$ cat config.mk
export PLATFORM = sky130hd
export DESIGN_NAME = cia402_drive_enable_sequencer
export DESIGN_NICKNAME = d
export VERILOG_FILES = /design/src/hw/rtl/cia_des_pkg.sv /design/src/hw/rtl/cia_des_step.sv /design/src/hw/rtl/cia402_drive_enable_sequencer.sv
export SDC_FILE = /design/constraint.sdc
export NUM_CORES = 1
export LEC_CHECK = 0
export BUFFER_PORTS_ARGS = -buffer_cell sky130_fd_sc_hd__buf_2
export CORE_ASPECT_RATIO = 1.5
export CORE_MARGIN = 2
export CORE_UTILIZATION = 35
export DETAILED_ROUTE_END_ITERATION = 8
export HOLD_SLACK_MARGIN = 0.06
export SETUP_SLACK_MARGIN = 0.15
export SLEW_MARGIN = 0
export SYNTH_ARGS = -nofsm -noshare
export SYNTH_HDL_FRONTEND = slang
export SYNTH_SLANG_ARGS = --single-unit
$ cat constraint.sdc
create_clock -name clock -period 4.31 [get_ports clock]
set_input_delay 0.2155 -clock clock [delete_from_list [all_inputs] [get_ports clock]]
set_output_delay 0.2155 -clock clock [all_outputs]
set_load 0.01 [all_outputs]
$ cat src/hw/rtl/cia_des_pkg.sv
// types and constants for the drive enable sequencer
// no dependencies; imported by every module of the block
package cia_des_pkg;

   typedef struct packed {
      logic [15:0]       drv_status;
      logic signed [7:0] shown_mode;
      logic [15:0]       drv_error;
      logic              link_up;
      logic              data_fresh;
      logic              wkc_ok;
      logic              want_fault_reset;
      logic              want_quick_stop;
      logic              want_enable;
   } cia_des_req_type;

   typedef struct packed {
      logic [15:0] ctrl_cmd;
      logic [3:0]  drive_state;
      logic        mode_ok;
      logic        fault_seen;
      logic        healthy;
      logic        retries_spent;
      logic        motion_ok;
      logic [7:0]  attempts_used;
   } cia_des_rsp_type;

   typedef struct packed {
      logic signed [7:0] target_mode;
      logic [7:0]        max_reset_attempts;
      logic [15:0]       reset_backoff_cycles;
   } cia_des_cfg_type;

   typedef struct packed {
      logic [7:0]  attempt_count;
      logic [15:0] backoff_left;
      logic        exhausted_latch;
   } cia_des_state_type;

   typedef enum logic [1:0] {
      CSR_TARGET_MODE        = 2'd0,
      CSR_MAX_RESET_ATTEMPTS = 2'd1,
      CSR_RESET_BACKOFF      = 2'd2
   } cia_des_csr_index_type;

   localparam logic signed [7:0] TARGET_MODE_RST  = 8'sd0;
   localparam logic [7:0]        MAX_ATTEMPTS_RST = 8'd3;
   localparam logic [15:0]       BACKOFF_RST      = 16'd100;

   // status word decode
   localparam logic [15:0] STATUS_MASK       = 16'h006F;
   localparam logic [15:0] SW_NOT_READY      = 16'h0000;
   localparam logic [15:0] SW_NOT_READY_B5   = 16'h0020;
   localparam logic [15:0] SW_SOD            = 16'h0040;
   localparam logic [15:0] SW_SOD_B5         = 16'h0060;
   localparam logic [15:0] SW_READY          = 16'h0021;
   localparam logic [15:0] SW_SWITCHED_ON    = 16'h0023;
   localparam logic [15:0] SW_OP_ENABLED     = 16'h0027;
   localparam logic [15:0] SW_QSTOP          = 16'h0007;
   localparam logic [15:0] SW_FAULT_REACT    = 16'h000F;
   localparam logic [15:0] SW_FAULT_REACT_B5 = 16'h002F;
   localparam logic [15:0] SW_FAULT          = 16'h0008;
   localparam logic [15:0] SW_FAULT_B5       = 16'h0028;

   // decoded drive states
   localparam logic [3:0] ST_NOT_READY   = 4'd0;
   localparam logic [3:0] ST_SOD         = 4'd1;
   localparam logic [3:0] ST_READY       = 4'd2;
   localparam logic [3:0] ST_SWITCHED_ON = 4'd3;
   localparam logic [3:0] ST_OP_ENABLED  = 4'd4;
   localparam logic [3:0] ST_QSTOP       = 4'd5;
   localparam logic [3:0] ST_FAULT_REACT = 4'd6;
   localparam logic [3:0] ST_FAULT       = 4'd7;
   localparam logic [3:0] ST_UNKNOWN     = 4'd8;

   // control words
   localparam logic [15:0] CW_SHUTDOWN   = 16'h0006;
   localparam logic [15:0] CW_SWITCH_ON  = 16'h0007;
   localparam logic [15:0] CW_QUICK_STOP = 16'h000B;
   localparam logic [15:0] CW_ENABLE_OP  = 16'h000F;
   localparam logic [15:0] CW_FAULT_RST  = 16'h0080;

endpackage

$ cat src/hw/rtl/cia_des_step.sv
// one sequencer step: state decode, fault and health judgment, control word
// depends on cia_des_pkg
module cia_des_step
   import cia_des_pkg::*;
(
   input  cia_des_req_type   item,
   input  cia_des_cfg_type   cfg,
   input  cia_des_state_type state,
   output cia_des_rsp_type   result,
   output cia_des_state_type state_next
);

   logic [15:0] masked;
   logic [3:0]  st;
   logic        mode_ok;
   logic        fault;
   logic        health;
   logic        motion;
   logic        active_st;
   logic [15:0] cw;
   cia_des_state_type nxt;

   always_comb begin
      masked = item.drv_status & STATUS_MASK;
      case (masked)
         SW_NOT_READY, SW_NOT_READY_B5:     st = ST_NOT_READY;
         SW_SOD, SW_SOD_B5:                 st = ST_SOD;
         SW_READY:                          st = ST_READY;
         SW_SWITCHED_ON:                    st = ST_SWITCHED_ON;
         SW_OP_ENABLED:                     st = ST_OP_ENABLED;
         SW_QSTOP:                          st = ST_QSTOP;
         SW_FAULT_REACT, SW_FAULT_REACT_B5: st = ST_FAULT_REACT;
         SW_FAULT, SW_FAULT_B5:             st = ST_FAULT;
         default:                           st = ST_UNKNOWN;
      endcase
   end

   assign mode_ok   = (item.shown_mode == cfg.target_mode);
   assign fault     = (st == ST_FAULT) || (item.drv_error != 16'd0);
   assign health    = item.link_up && item.data_fresh && item.wkc_ok && mode_ok && !fault;
   assign active_st = (st == ST_SWITCHED_ON) || (st == ST_OP_ENABLED) || (st == ST_QSTOP);

   always_comb begin
      nxt    = state;
      cw     = CW_SHUTDOWN;
      motion = 1'b0;
      if (!fault) begin
         nxt = '0;
         if (health) begin
            if (item.want_quick_stop) begin
               if (active_st) cw = CW_QUICK_STOP;
            end else if (item.want_enable) begin
               if (st == ST_READY) begin
                  cw = CW_SWITCH_ON;
               end else if (active_st) begin
                  cw = CW_ENABLE_OP;
               end
               motion = (st == ST_OP_ENABLED);
            end
         end
      end else if (state.backoff_left != 16'd0) begin
         nxt.backoff_left = state.backoff_left - 16'd1;
      end else if (item.want_fault_reset && (state.attempt_count < cfg.max_reset_attempts)) begin
         nxt.attempt_count = state.attempt_count + 8'd1;
         nxt.backoff_left  = cfg.reset_backoff_cycles;
         cw                = CW_FAULT_RST;
      end else begin
         nxt.exhausted_latch = 1'b1;
      end
   end

   assign state_next = nxt;

   assign result.ctrl_cmd      = cw;
   assign result.drive_state   = st;
   assign result.mode_ok       = mode_ok;
   assign result.fault_seen    = fault;
   assign result.healthy       = health;
   assign result.retries_spent = nxt.exhausted_latch;
   assign result.motion_ok     = motion;
   assign result.attempts_used = nxt.attempt_count;

endmodule

$ cat src/hw/rtl/cia402_drive_enable_sequencer.sv
// path: input register, then result register; an item leaves the input register
// once the result slot is free; throughput: one item per cycle while results are taken
// the step logic sits between the two registers
// a waiting result still lets one more item into an empty input register
// reset: synchronous active high; clears both valid flags and the attempt, backoff
// and exhaustion state; registers return to mode 0, 3 attempts, backoff of 100
module cia402_drive_enable_sequencer
   import cia_des_pkg::*;
(
   input  logic            clock,
   input  logic            reset,
   // input items
   input  logic            req_valid,
   output logic            req_ready,
   input  cia_des_req_type req_payload,
   // result items
   output logic            rsp_valid,
   input  logic            rsp_ready,
   output cia_des_rsp_type rsp_payload,
   // register writes
   input  logic            csr_valid,
   output logic            csr_ready,
   input  logic [1:0]      csr_index,
   input  logic [15:0]     csr_data
);

   // input stage
   logic              s1_valid_ff, s1_valid_in;
   cia_des_req_type   s1_item_ff;
   // result stage
   logic              rsp_valid_ff, rsp_valid_in;
   cia_des_rsp_type   rsp_item_ff;
   // sequencer state and registers
   cia_des_state_type state_ff, state_in;
   cia_des_cfg_type   cfg_ff, cfg_in;

   cia_des_rsp_type   step_result;
   logic              advance;
   logic              csr_write;

   // item moves from input stage to result stage when the result slot is free
   assign advance   = s1_valid_ff && (!rsp_valid_ff || rsp_ready);
   assign req_ready = !s1_valid_ff || advance;

   assign s1_valid_in  = (req_valid && req_ready) || (s1_valid_ff && !advance);
   assign rsp_valid_in = advance || (rsp_valid_ff && !rsp_ready);

   // always writable; the user must write only while idle, the block does not enforce it
   assign csr_ready = 1'b1;
   assign csr_write = csr_valid && csr_ready;

   always_comb begin
      cfg_in = cfg_ff;
      if (csr_write) begin
         case (cia_des_csr_index_type'(csr_index))
            CSR_TARGET_MODE:        cfg_in.target_mode          = csr_data[7:0];
            CSR_MAX_RESET_ATTEMPTS: cfg_in.max_reset_attempts   = csr_data[7:0];
            CSR_RESET_BACKOFF:      cfg_in.reset_backoff_cycles = csr_data;
            default:                cfg_in = cfg_ff; // index beyond the list is ignored
         endcase
      end
   end

   // decode, judge and pick the control word for the item in the input stage
   cia_des_step u_step (
      .item       (s1_item_ff),
      .cfg        (cfg_ff),
      .state      (state_ff),
      .result     (step_result),
      .state_next (state_in)
   );

   always_ff @(posedge clock) begin
      if (reset) begin
         s1_valid_ff  <= 1'b0;
         rsp_valid_ff <= 1'b0;
         state_ff     <= '0;
         cfg_ff       <= '{target_mode: TARGET_MODE_RST,
                           max_reset_attempts: MAX_ATTEMPTS_RST,
                           reset_backoff_cycles: BACKOFF_RST};
      end else begin
         s1_valid_ff  <= s1_valid_in;
         rsp_valid_ff <= rsp_valid_in;
         cfg_ff       <= cfg_in;
         // state commits only when the item's result is captured
         if (advance) begin
            state_ff <= state_in;
         end
      end
   end

   // payload registers, no reset
   always_ff @(posedge clock) begin
      if (req_valid && req_ready) begin
         s1_item_ff <= req_payload;
      end
      if (advance) begin
         rsp_item_ff <= step_result;
      end
   end

   assign rsp_valid   = rsp_valid_ff;
   assign rsp_payload = rsp_item_ff;

endmodule

==> results of run 1 <==
==> cell families after synthesis <==
kind of cell	Yosys count	share of synthesized area, %
simple gates	206	19.6
fa+ha+maj	9	2.13
flops	117	55.2
xor+xnor	22	3.64
mux	17	3.24
other cells	2	0.142
compound gates	89	11.3
buf+inv	54	4.80
==> worst max-delay path, cell delays in order (launching register included) <==
cell	delay (ps)
dfxtp_1	380
inv_1	80
ha_1	230
nor4b_4	410
nand4_2	450
a211oi_4	490
nand3_1	220
or3_1	400
a31oi_1	180
==> layer usage <==
metal,vias up,GRT usage [%]
met5,-,0
met4,0,8.24
met3,23,4.09
met2,159,29.3
met1,2023,16.3
li1,2095,-
==> flip-flops by register name, summed over array words and instances (netlist names) <==
signal,cells
cfg_ff,32
rsp_payload,22
rsp_valid,1
s1_item_ff,36
s1_valid_ff,1
state_ff,25
==> synth_stat cells, types with 2 or more instances <==
library cell and n:
nor2_1 60, mux2i_1 16, or3_1 14, a31oi_1 7, dfxtp_1 59, nor2b_1 4, edfxtp_1 58, ha_1 9
o311ai_0 5, nor3_1 9, nand2_1 60, or4_1 2, xor2_1 12, o21ai_0 9, o32a_1 3, nor4b_1 3
or4b_1 2, clkbuf_1 20, nor4_2 2, nand3_1 10, conb_1 2, a32oi_1 2, o211ai_1 5, buf_4 13
a21oi_1 30, a211o_1 2, nand4_1 9, a21o_1 2, a211oi_1 12, nand2b_1 5, or2_2 2, buf_2 2
nor4_1 8, and2_1 4, inv_1 17, xnor2_1 10, nand3b_1 5
==> path summary, 6_finish.rpt <==
check	slack [ps]	to	from	depth (start not counted)
setup reg to reg	1390	state_ff[21]$_SDFFE_PP0P_	state_ff[1]$_SDFFE_PP0P_	8
hold reg to reg	450	cfg_ff[0]$_SDFFE_PP0P_	cfg_ff[0]$_SDFFE_PP0P_	2
hold / removal	80	cfg_ff[1]$_SDFFE_PP0P_	csr_data[1]	3
setup / recovery	1390	state_ff[21]$_SDFFE_PP0P_	state_ff[1]$_SDFFE_PP0P_	8
==> metrics by stage <==
stage / hold WS (ps) / util [%] / std cells / instance area, um2
finish: 77.3 / 46.7 / 855 / 6980
global placement: 392 / 39.1 / 776 / 5840
detailed placement: 394 / 39.1 / 776 / 5840
global route: 87.0 / 46.7 / 855 / 6980
floorplan: 314 / - / 526 / 5330
CTS: 60.9 / 46.7 / 855 / 6980
==> power by group through the flow <==
stage	Combinational, mW	Sequential (mW)	Clock [mW]
floorplan	0.272	1.29	0
global placement	0.352	1.30	0
detailed placement	0.362	1.30	0
CTS	0.397	1.28	1.61
global route	0.442	1.29	1.66
finish	0.400	1.28	1.59
==> cell type report <==
class,count,area (um2),share of cell area (%)
Clock buffer,17,425,6.10
Timing Repair Buffer,134,918,13.2
Inverter,18,67.6,0.968
Multi-Input combinational cell,355,2150,30.9
Sequential cell,117,2920,41.9
Clock inverter,15,240,3.44
Tap cell,199,249,3.57
==> what timing repair did <==
| item | in CTS | in global routing |
|---|---|---|
| hold buffers | 47 | 0 |
| hold endpoints to repair | 47 | 0 |
| gates resized for setup | 0 | 0 |
| setup endpoints to repair | 0 | 0 |
==> metrics.txt, run 1 <==
dpl hpwl=8260 um; Worst VDD drop=0.367 mV; pwr dens=468 nW/um2; Setup TNS=0 ps; Int Pwr=2.46 mW; vias in the first global route=4172; combinational power share=12.2%; Min Clock Period, post-route=2920 ps; Leak=2.70 nW; Post-synth EDFFs=58; Max transition margin=27.1%; Nets=721; Post-DRT Antenna Nets=0; Final Hold Viols=0; switch share=24.8%; Final GP Congestion=0.858; clock share of power=48.5%; Synth Cell Area=5290 um2; Setup CP Type=flop to flop; CTS root buffer=clkbuf_16; final wirelength=12500 um; fill cell count=1360; area grow syn2layout=31.8%; grt total ovfl=0; CTS Buf Count=17; Post-synth top flop=dfxtp_1; status=completed; maxcap violations=0; CTS tree=built; num rows=55; initial antenna violation count=0; Net Switching=0.811 mW; Vias per Instance=5.03; RSZ-0062 raised after global routing=no; most frequent cells in the layout=82 x buf_2, 60 x nor2_1, 60 x nand2_1, 59 x dfxtp_1, 58 x edfxtp_1; clk buf depth=2; most common cell after layout, fill and taps aside=buf_2; FMAX=343 MHz; syn_area_per_cell=10.3 um2; Starting Density=35.4%; H-Tree Level Count=4; Area contributors post-synth=edfxtp_1 33%, dfxtp_1 22%, nand2_1 4.3%; first-pass GRT wire length=20200 um; synthesized instance count=516; crit path launch type=flop; Worst Tran Pin Value=1090 ps; WP data required=4640 ps; Port Buffers=82; largest net degree at the start of global routing=59; distinct cell type count after synthesis=59; core region area=14900 um2; Hold/Removal Path Class=input pin to flop; gr usage total=15.8%; crit-path max FO=14; async set or reset register ratio after synthesis=0%; PnR worst setup slack=1390 ps; 1st-iter DRT viols=327; Final period util=67.7%; router iterations before antenna repair=5; clk_lat worst skew=420 ps; met2 WL=6630 um; Residual DRC=0; chip width=104 um; clk slew on worst S/H paths=60 ps; WL per Instance=14.6 um; Chip Height=155 um; sequential area share after synthesis=55.2%; top layer in use=met4; ANT cells=0; Place WS=1480 ps; Final Skew=7.04 ps; DR vias=4300; Setup violations, final=0; Worst setup EP type=flop; post-CTS setup buffer count=0; Synth top area share=32.9%; CTS sink cnt=117; share of layout cells above drive strength 1=19.7%; post-synth top area cell=edfxtp_1; WP data arrival=3250 ps; Ports=105; synth warn=0; total die area=16100 um2; Reg power frac=39.2%; Slew Limit Fails=0; metal3 WL=560 um; Synth Register Bits=117; Total Power=3.27 mW; M1 WL=4920 um
(Power assumes the default switching activity.)
==> run 2: changes to the inputs <==
Settings changed: ABC_AREA from default to 1.
Clock period 4.31 ns to 2.5 ns, I/O delays scaled along.
==> run 2 against run 1 <==
Sequential share of layout area decreased by 1.3 points; flip-flop and latch count unchanged; largest power group unchanged; total power increased by 61%; clock power increased by 43%.
==> metrics.txt, run 2 <==
status=completed; Post-DRT Antenna Nets=0 (unchanged); Post-synth top flop=dfxtp_1; distinct cell type count after synthesis=35 (-41%); Biggest register=s1_item_ff; Min Clock Period, post-route=2110 ps (-806 ps); Max transition margin=62.7% (+36 points); Slew Limit Fails=0 (unchanged); most frequent cells in the layout=144 x nand2_1, 90 x nor2_1, 82 x buf_2, 74 x inv_1, 59 x dfxtp_1; async set or reset register ratio after synthesis=0% (unchanged); clk slew on worst S/H paths=60 ps (about the same); Setup TNS=0 ps (unchanged); Area contributors post-synth=edfxtp_1 32%, dfxtp_1 22%, nand2_1 9.9%; fill cell count=1492 (+9.7%); gr usage total=15.8% (about the same); CTS Buf Count=17 (unchanged); Max stage delay cell, worst path=nand2_1; Chip Height=157 um (+1.8%); biggest regs=s1_item_ff (36), cfg_ff (32), state_ff (25); Synth top area share=31.7% (-1.2 points); Ports=105 (unchanged); CTS tree=built; CTS root buffer=clkbuf_16; Hold/Removal Path Class=input pin to flop; Inst Count DP=928 (+20%); initial antenna violation count=0 (unchanged); largest net degree at the start of global routing=57 (-3.4%); Port Buffers=82 (unchanged); post-CTS setup buffer count=0 (unchanged); syn_area_per_cell=8.38 um2 (-18%); dpl hpwl=8060 um (-2.3%); crit-path max FO=14 (unchanged); GR Layer Usage met3=4.22% (+0.14 points); chip width=106 um (+1.7%); max reg flops=36 (unchanged); ANT cells=0 (unchanged); crit path launch type=flop; most common cell after layout, fill and taps aside=nand2_1; R2R Setup Slk=390 ps (-1000 ps); Worst setup EP type=flop; 1st-iter DRT viols=179 (-45%); met2 GRT Util=29.3% (+0.048 points); total die area=16700 um2 (+3.5%); Worst Tran Pin Value=559 ps (-535 ps); num rows=56 (+1.8%); Hold Startpoint=csr_index[1]; crit-path cells=inv_1 > ha_1 > nand2_2 > nor2_4 > nand3_2 > nor2_2 > nand2_1 > nand3_1 > nand2_1 > a21oi_1 > nor2_2; Reg2Reg Launch Point=state_ff[1]$_SDFFE_PP0P_; share of layout cells above drive strength 1=19.5% (-0.21 points); Final Skew=9.13 ps (+2.09 ps); WL per Instance=12.2 um (-17%); router iterations before antenna repair=4 (-1); Setup violations, final=0 (unchanged); clk_lat worst skew=410 ps (about the same); H-Tree Level Count=4 (unchanged); Starting Density=35.4% (about the same); pwr dens=733 nW/um2 (+56%); synth warn=0 (unchanged); WP data required=2810 ps (-1830 ps); grt total ovfl=0 (unchanged); Crit path largest cell delay=340 ps (-150 ps); clk buf depth=2 (unchanged); core region area=15500 um2 (+3.7%); Cell Count, Final, Fillers Out=1015 (+19%); Leak=3.28 nW (+22%); synthesized instance count=655 (+27%); CTS sink cnt=117 (unchanged); RSZ-0062 raised after global routing=no; final wirelength=12400 um (-1.3%); Synth Register Bits=117 (unchanged); Vias per Instance=4.48 (-11%); Worst setup startpoint=state_ff[1]$_SDFFE_PP0P_; Final period util=84.5% (+17 points); Residual DRC=0 (unchanged); sequential area share after synthesis=53.3% (-2.0 points); Hold Path Depth=4 (+1); count leader, synth=nand2_1; Post-synth EDFFs=58 (unchanged); DR vias=4545 (+5.7%); hold endpoint=cfg_ff[16]$_SDFFE_PP1P_; grt met1 use=16.6% (+0.31 points); FMAX=474 MHz (+38%); vias in the first global route=4526 (+8.5%); Setup CP Type=flop to flop; post-synth top area cell=edfxtp_1; Most Used Layer, Global Route=met2; worst r2r dst=state_ff[15]$_SDFFE_PP0P_; area grow syn2layout=31.2%; r2r worst-path depth=11 (+3); most instantiated cells after synthesis=144 x nand2_1, 90 x nor2_1, 74 x inv_1; Final Hold Viols=0 (unchanged); WP data arrival=2420 ps (-830 ps); Synth Cell Area=5490 um2 (+3.7%); first-pass GRT wire length=20800 um (+3.1%); Min Hold Slack=91.1 ps (+13.8 ps); Nets=877 (+22%); Final GP Congestion=0.835 (-2.6%); Worst VDD drop=0.505 mV (+38%); maxcap violations=0 (unchanged)
==> run 2: cell types whose count changed after synthesis, sizes merged, moves of 14 or more <==
cell	previous run	this run
nand2	60	158
inv	18	77
nor2	60	107
o21ai	10	39
nand3	10	35
mux2i	16	0
or3	14	0
==> run 2: stage by stage <==
step | power [mW] | utilization [%] | cell area (um2) | worst slack (ps)
2_1_floorplan | 2.79 | - | 5520 | 658
3_3_place_gp | 2.96 | 39.3 | 6080 | 400
3_5_place_dp | 2.97 | 39.3 | 6080 | 363
4_1_cts | 5.31 | 46.5 | 7190 | 364
5_1_grt | 5.54 | 46.5 | 7200 | 241
6_report | 5.27 | 46.5 | 7200 | 389
==> run 2: logic make-up after synthesis <==
kind of cell	synth area share, %
simple gates	26.4
compound gates	7.43
xor+xnor	1.76
flops	53.3
fa+ha+maj	2.05
other cells	0.137
buf+inv	8.94
==> run 2: critical path: cells and delay by family (launching register included) <==
kind            cells  cell delay (ps)
compound gates      1              150
fa+ha+maj           1              230
buf+inv             1              100
flops               1              300
simple gates        8             1210
==> run 2: worst max path at each step <==
stage,to,cells past startpoint
final,state_ff[15]$_SDFFE_PP0P_,11
after global routing,state_ff[9]$_SDFFE_PP0P_,11
after CTS,rsp_payload[7]$_DFFE_PP_,9
after detailed placement,rsp_payload[19]$_DFFE_PP_,9
after global placement,rsp_payload[19]$_DFFE_PP_,9
after floorplan,rsp_payload[0]$_DFFE_PP_,10
==> run 2: cell type report <==
type | count | area (um2) | area share, %
clock buffer | 17 | 425 | 5.91
clock inverter | 15 | 134 | 1.86
inverter | 78 | 293 | 4.07
multi-input combinational | 439 | 2120 | 29.4
sequential | 117 | 2920 | 40.6
tap | 203 | 254 | 3.53
timing repair buffer | 146 | 1050 | 14.6
==> run 2: routing by layer <==
metal / wire (um) / vias to the layer above
met5: 0 / -
met4: 347 / 0
met3: 453 / 26
met2: 6640 / 89
met1: 4910 / 2041
li1: - / 2389
==> run 2: power by group <==
part / total (mW) / internal, mW / switching (mW) / leakage (nW)
clock network: 2.27 / 1.37 / 0.906 / 0.259
registers: 2.21 / 2.14 / 0.0702 / 1.03
logic: 0.790 / 0.320 / 0.470 / 1.99
==> run 2: timing repair <==
item / 4_1_cts / 5_1_grt
endpoints found under the hold margin: 65 / 0
resized for setup: 0 / 1
endpoints found under the setup margin: 0 / 1
hold buffers: 55 / 0
==> run 3: changes to the inputs <==
Clock period 2.5 ns to 1.84 ns, I/O delays scaled along.
==> run 3 against run 2 <==
Die area stayed put; clock skew is 0.97 ps higher; final cell count is 3.5% higher; via count is 3.4% higher; critical path depth is 3 higher; global-route usage is 0.16 points higher; the flow now finishes with violations (negative setup slack); sequential power is 36% higher; worst setup slack worse by 410 ps; critical path type unchanged; non-clock buffer count is 36 higher; largest power group unchanged.
==> metrics.txt, run 3 (synthesis results as in run 2) <==
core region area=15500 um2 (unchanged); vias in the first global route=4670 (+3.2%); FMAX=537 MHz (+13%); Setup violations, final=9 (+9); Min Hold Slack=119 ps (+28.1 ps); Ports=105 (unchanged); multi-input logic area=2370 um2 (+12%); largest net degree at the start of global routing=57 (unchanged); clk_lat worst skew=410 ps (about the same); PnR worst setup slack=-22.7 ps (-411 ps); Starting Density=35.4% (unchanged); Setup TNS=-99.7 ps (-99.7 ps); Final Hold Viols=0 (unchanged); num rows=56 (unchanged); WP data arrival=2170 ps (-250 ps); Residual DRC=0 (unchanged); Slew Limit Fails=0 (unchanged); fill cell count=1448 (-2.9%); Leak=3.57 nW (+8.8%); maxcap violations=0 (unchanged); crit-path cells=inv_4 > ha_4 > nand2_2 > nand2_2 > nand2_2 > nand2_4 > nand2_4 > nand2_4 > nand4_1 > nand2_4 > clkbuf_16 > nand2_1 > nand2_1 > nor2_2; Vias per Instance=4.47 (-0.13%); Chip Height=157 um (unchanged); final wirelength=12800 um (+4.0%); Final GP Congestion=0.815 (-2.4%); pwr dens=991 nW/um2 (+35%); crit path launch type=flop; CTS sink cnt=117 (unchanged); area grow syn2layout=43.9%; CTS root buffer=clkbuf_16; Worst Tran Pin Value=562 ps (+2.91 ps); Max transition margin=62.5% (-0.19 points); clk buf depth=2 (unchanged); Setup CP Type=flop to flop; biggest regs=s1_item_ff (36), cfg_ff (32), state_ff (25); max reg flops=36 (unchanged); Worst VDD drop=0.641 mV (+27%); Register Area=2930 um2 (+0.34%); ANT cells=0 (unchanged); Crit path largest cell delay=340 ps (about the same); CTS Buf Count=17 (unchanged); WP data required=2150 ps (-660 ps); Place WS=-46.4 ps (-410 ps); 1st-iter DRT viols=226 (+26%); status=finished with violations; initial antenna violation count=0 (unchanged); Final Skew=10.1 ps (+0.972 ps); R2R Setup Slk=-20 ps (-410 ps); grt total ovfl=0 (unchanged); Nets=913 (+4.1%); violated checks=negative setup slack; Worst setup EP type=flop; Hold/Removal Path Class=input pin to flop; clk slew on worst S/H paths=60 ps (about the same); crit-path max FO=8 (-6); router iterations before antenna repair=4 (unchanged); Max stage delay cell, worst path=dfxtp_2; most common cell after layout, fill and taps aside=nand2_1; Final period util=101% (+17 points); dpl hpwl=8330 um (+3.4%); RSZ-0062 raised after global routing=yes; Post-DRT Antenna Nets=0 (unchanged); Biggest register=s1_item_ff; first-pass GRT wire length=21100 um (+1.3%); Total Power=7.82 mW (+48%); DR vias=4700 (+3.4%); total die area=16700 um2 (unchanged); most used cell, CP=nand2_4; share of layout cells above drive strength 1=30.0% (+10 points); most frequent cells in the layout=130 x nand2_1, 85 x nor2_1, 82 x buf_2, 64 x inv_1, 58 x edfxtp_1; H-Tree Level Count=4 (unchanged); Min Clock Period, post-route=1860 ps (-249 ps); chip width=106 um (unchanged); gr usage total=16.0% (+0.16 points); Port Buffers=82 (unchanged); WL per Instance=12.2 um (+0.43%); CTS tree=built
-- run 3: routing by layer --
| metal | vias to the layer above | share of wire [%] | global-route usage, % |
|---|---|---|---|
| met3 | 28 | 3.8 | 3.89 |
| met5 | - | 0 | 0 |
| met1 | 2109 | 41 | 16.5 |
| met2 | 105 | 53 | 29.9 |
| li1 | 2458 | - | - |
| met4 | 0 | 2.9 | 7.83 |
-- run 3: where the power goes --
part	total (mW)	internal, mW	switching [mW]
Clock	3.46	2.17	1.30
Combinational	1.36	0.622	0.739
Sequential	3.00	2.91	0.0913
Total	7.82	5.70	2.13
-- run 3: what timing repair did --
item	4_1_cts	5_1_grt
endpoints found under the setup margin	38	40
endpoints found under the hold margin	71	0
pin swaps	13	16
gates cloned	1	2
hold buffers	55	0
buffers inserted	5	1
gates resized for setup	33	34
-- run 3: critical path: cells and delay by family, from the launching register on --
| kind | cells | cell delay [ps] |
|---|---|---|
| buffers and inverters | 2 | 220 |
| DFF | 1 | 340 |
| adders and majority gates | 1 | 250 |
| and+or+nand+nor | 11 | 950 |
-- run 3: per-stage QoR --
step	instances	cell area [um2]	util [%]
2_1_floorplan	665	5580	-
3_3_place_gp	955	6390	41.2
3_5_place_dp	955	6390	41.2
4_1_cts	1048	7730	49.9
5_1_grt	1051	7890	51.0
6_report	1051	7890	51.0
-- run 3: final timing paths --
check,startpoint,endpoint,depth (start not counted)
worst min-delay path,csr_index[1],cfg_ff[16]$_SDFFE_PP1P_,5
worst max register to register,cfg_ff[17]$_SDFFE_PP1P_,state_ff[2]$_SDFFE_PP0P_,14
worst max-delay path,cfg_ff[17]$_SDFFE_PP1P_,state_ff[2]$_SDFFE_PP0P_,14
worst min register to register,cfg_ff[23]$_SDFFE_PP0P_,cfg_ff[23]$_SDFFE_PP0P_,2
-- run 3: layout make-up --
cell class	instances	share of cell area, %
timing repair buffer	182	18.0
tap	203	3.22
sequential	117	37.2
clock inverter	15	2.47
clock buffer	17	5.39
multi-input combinational	439	30.0
inverter	78	3.74
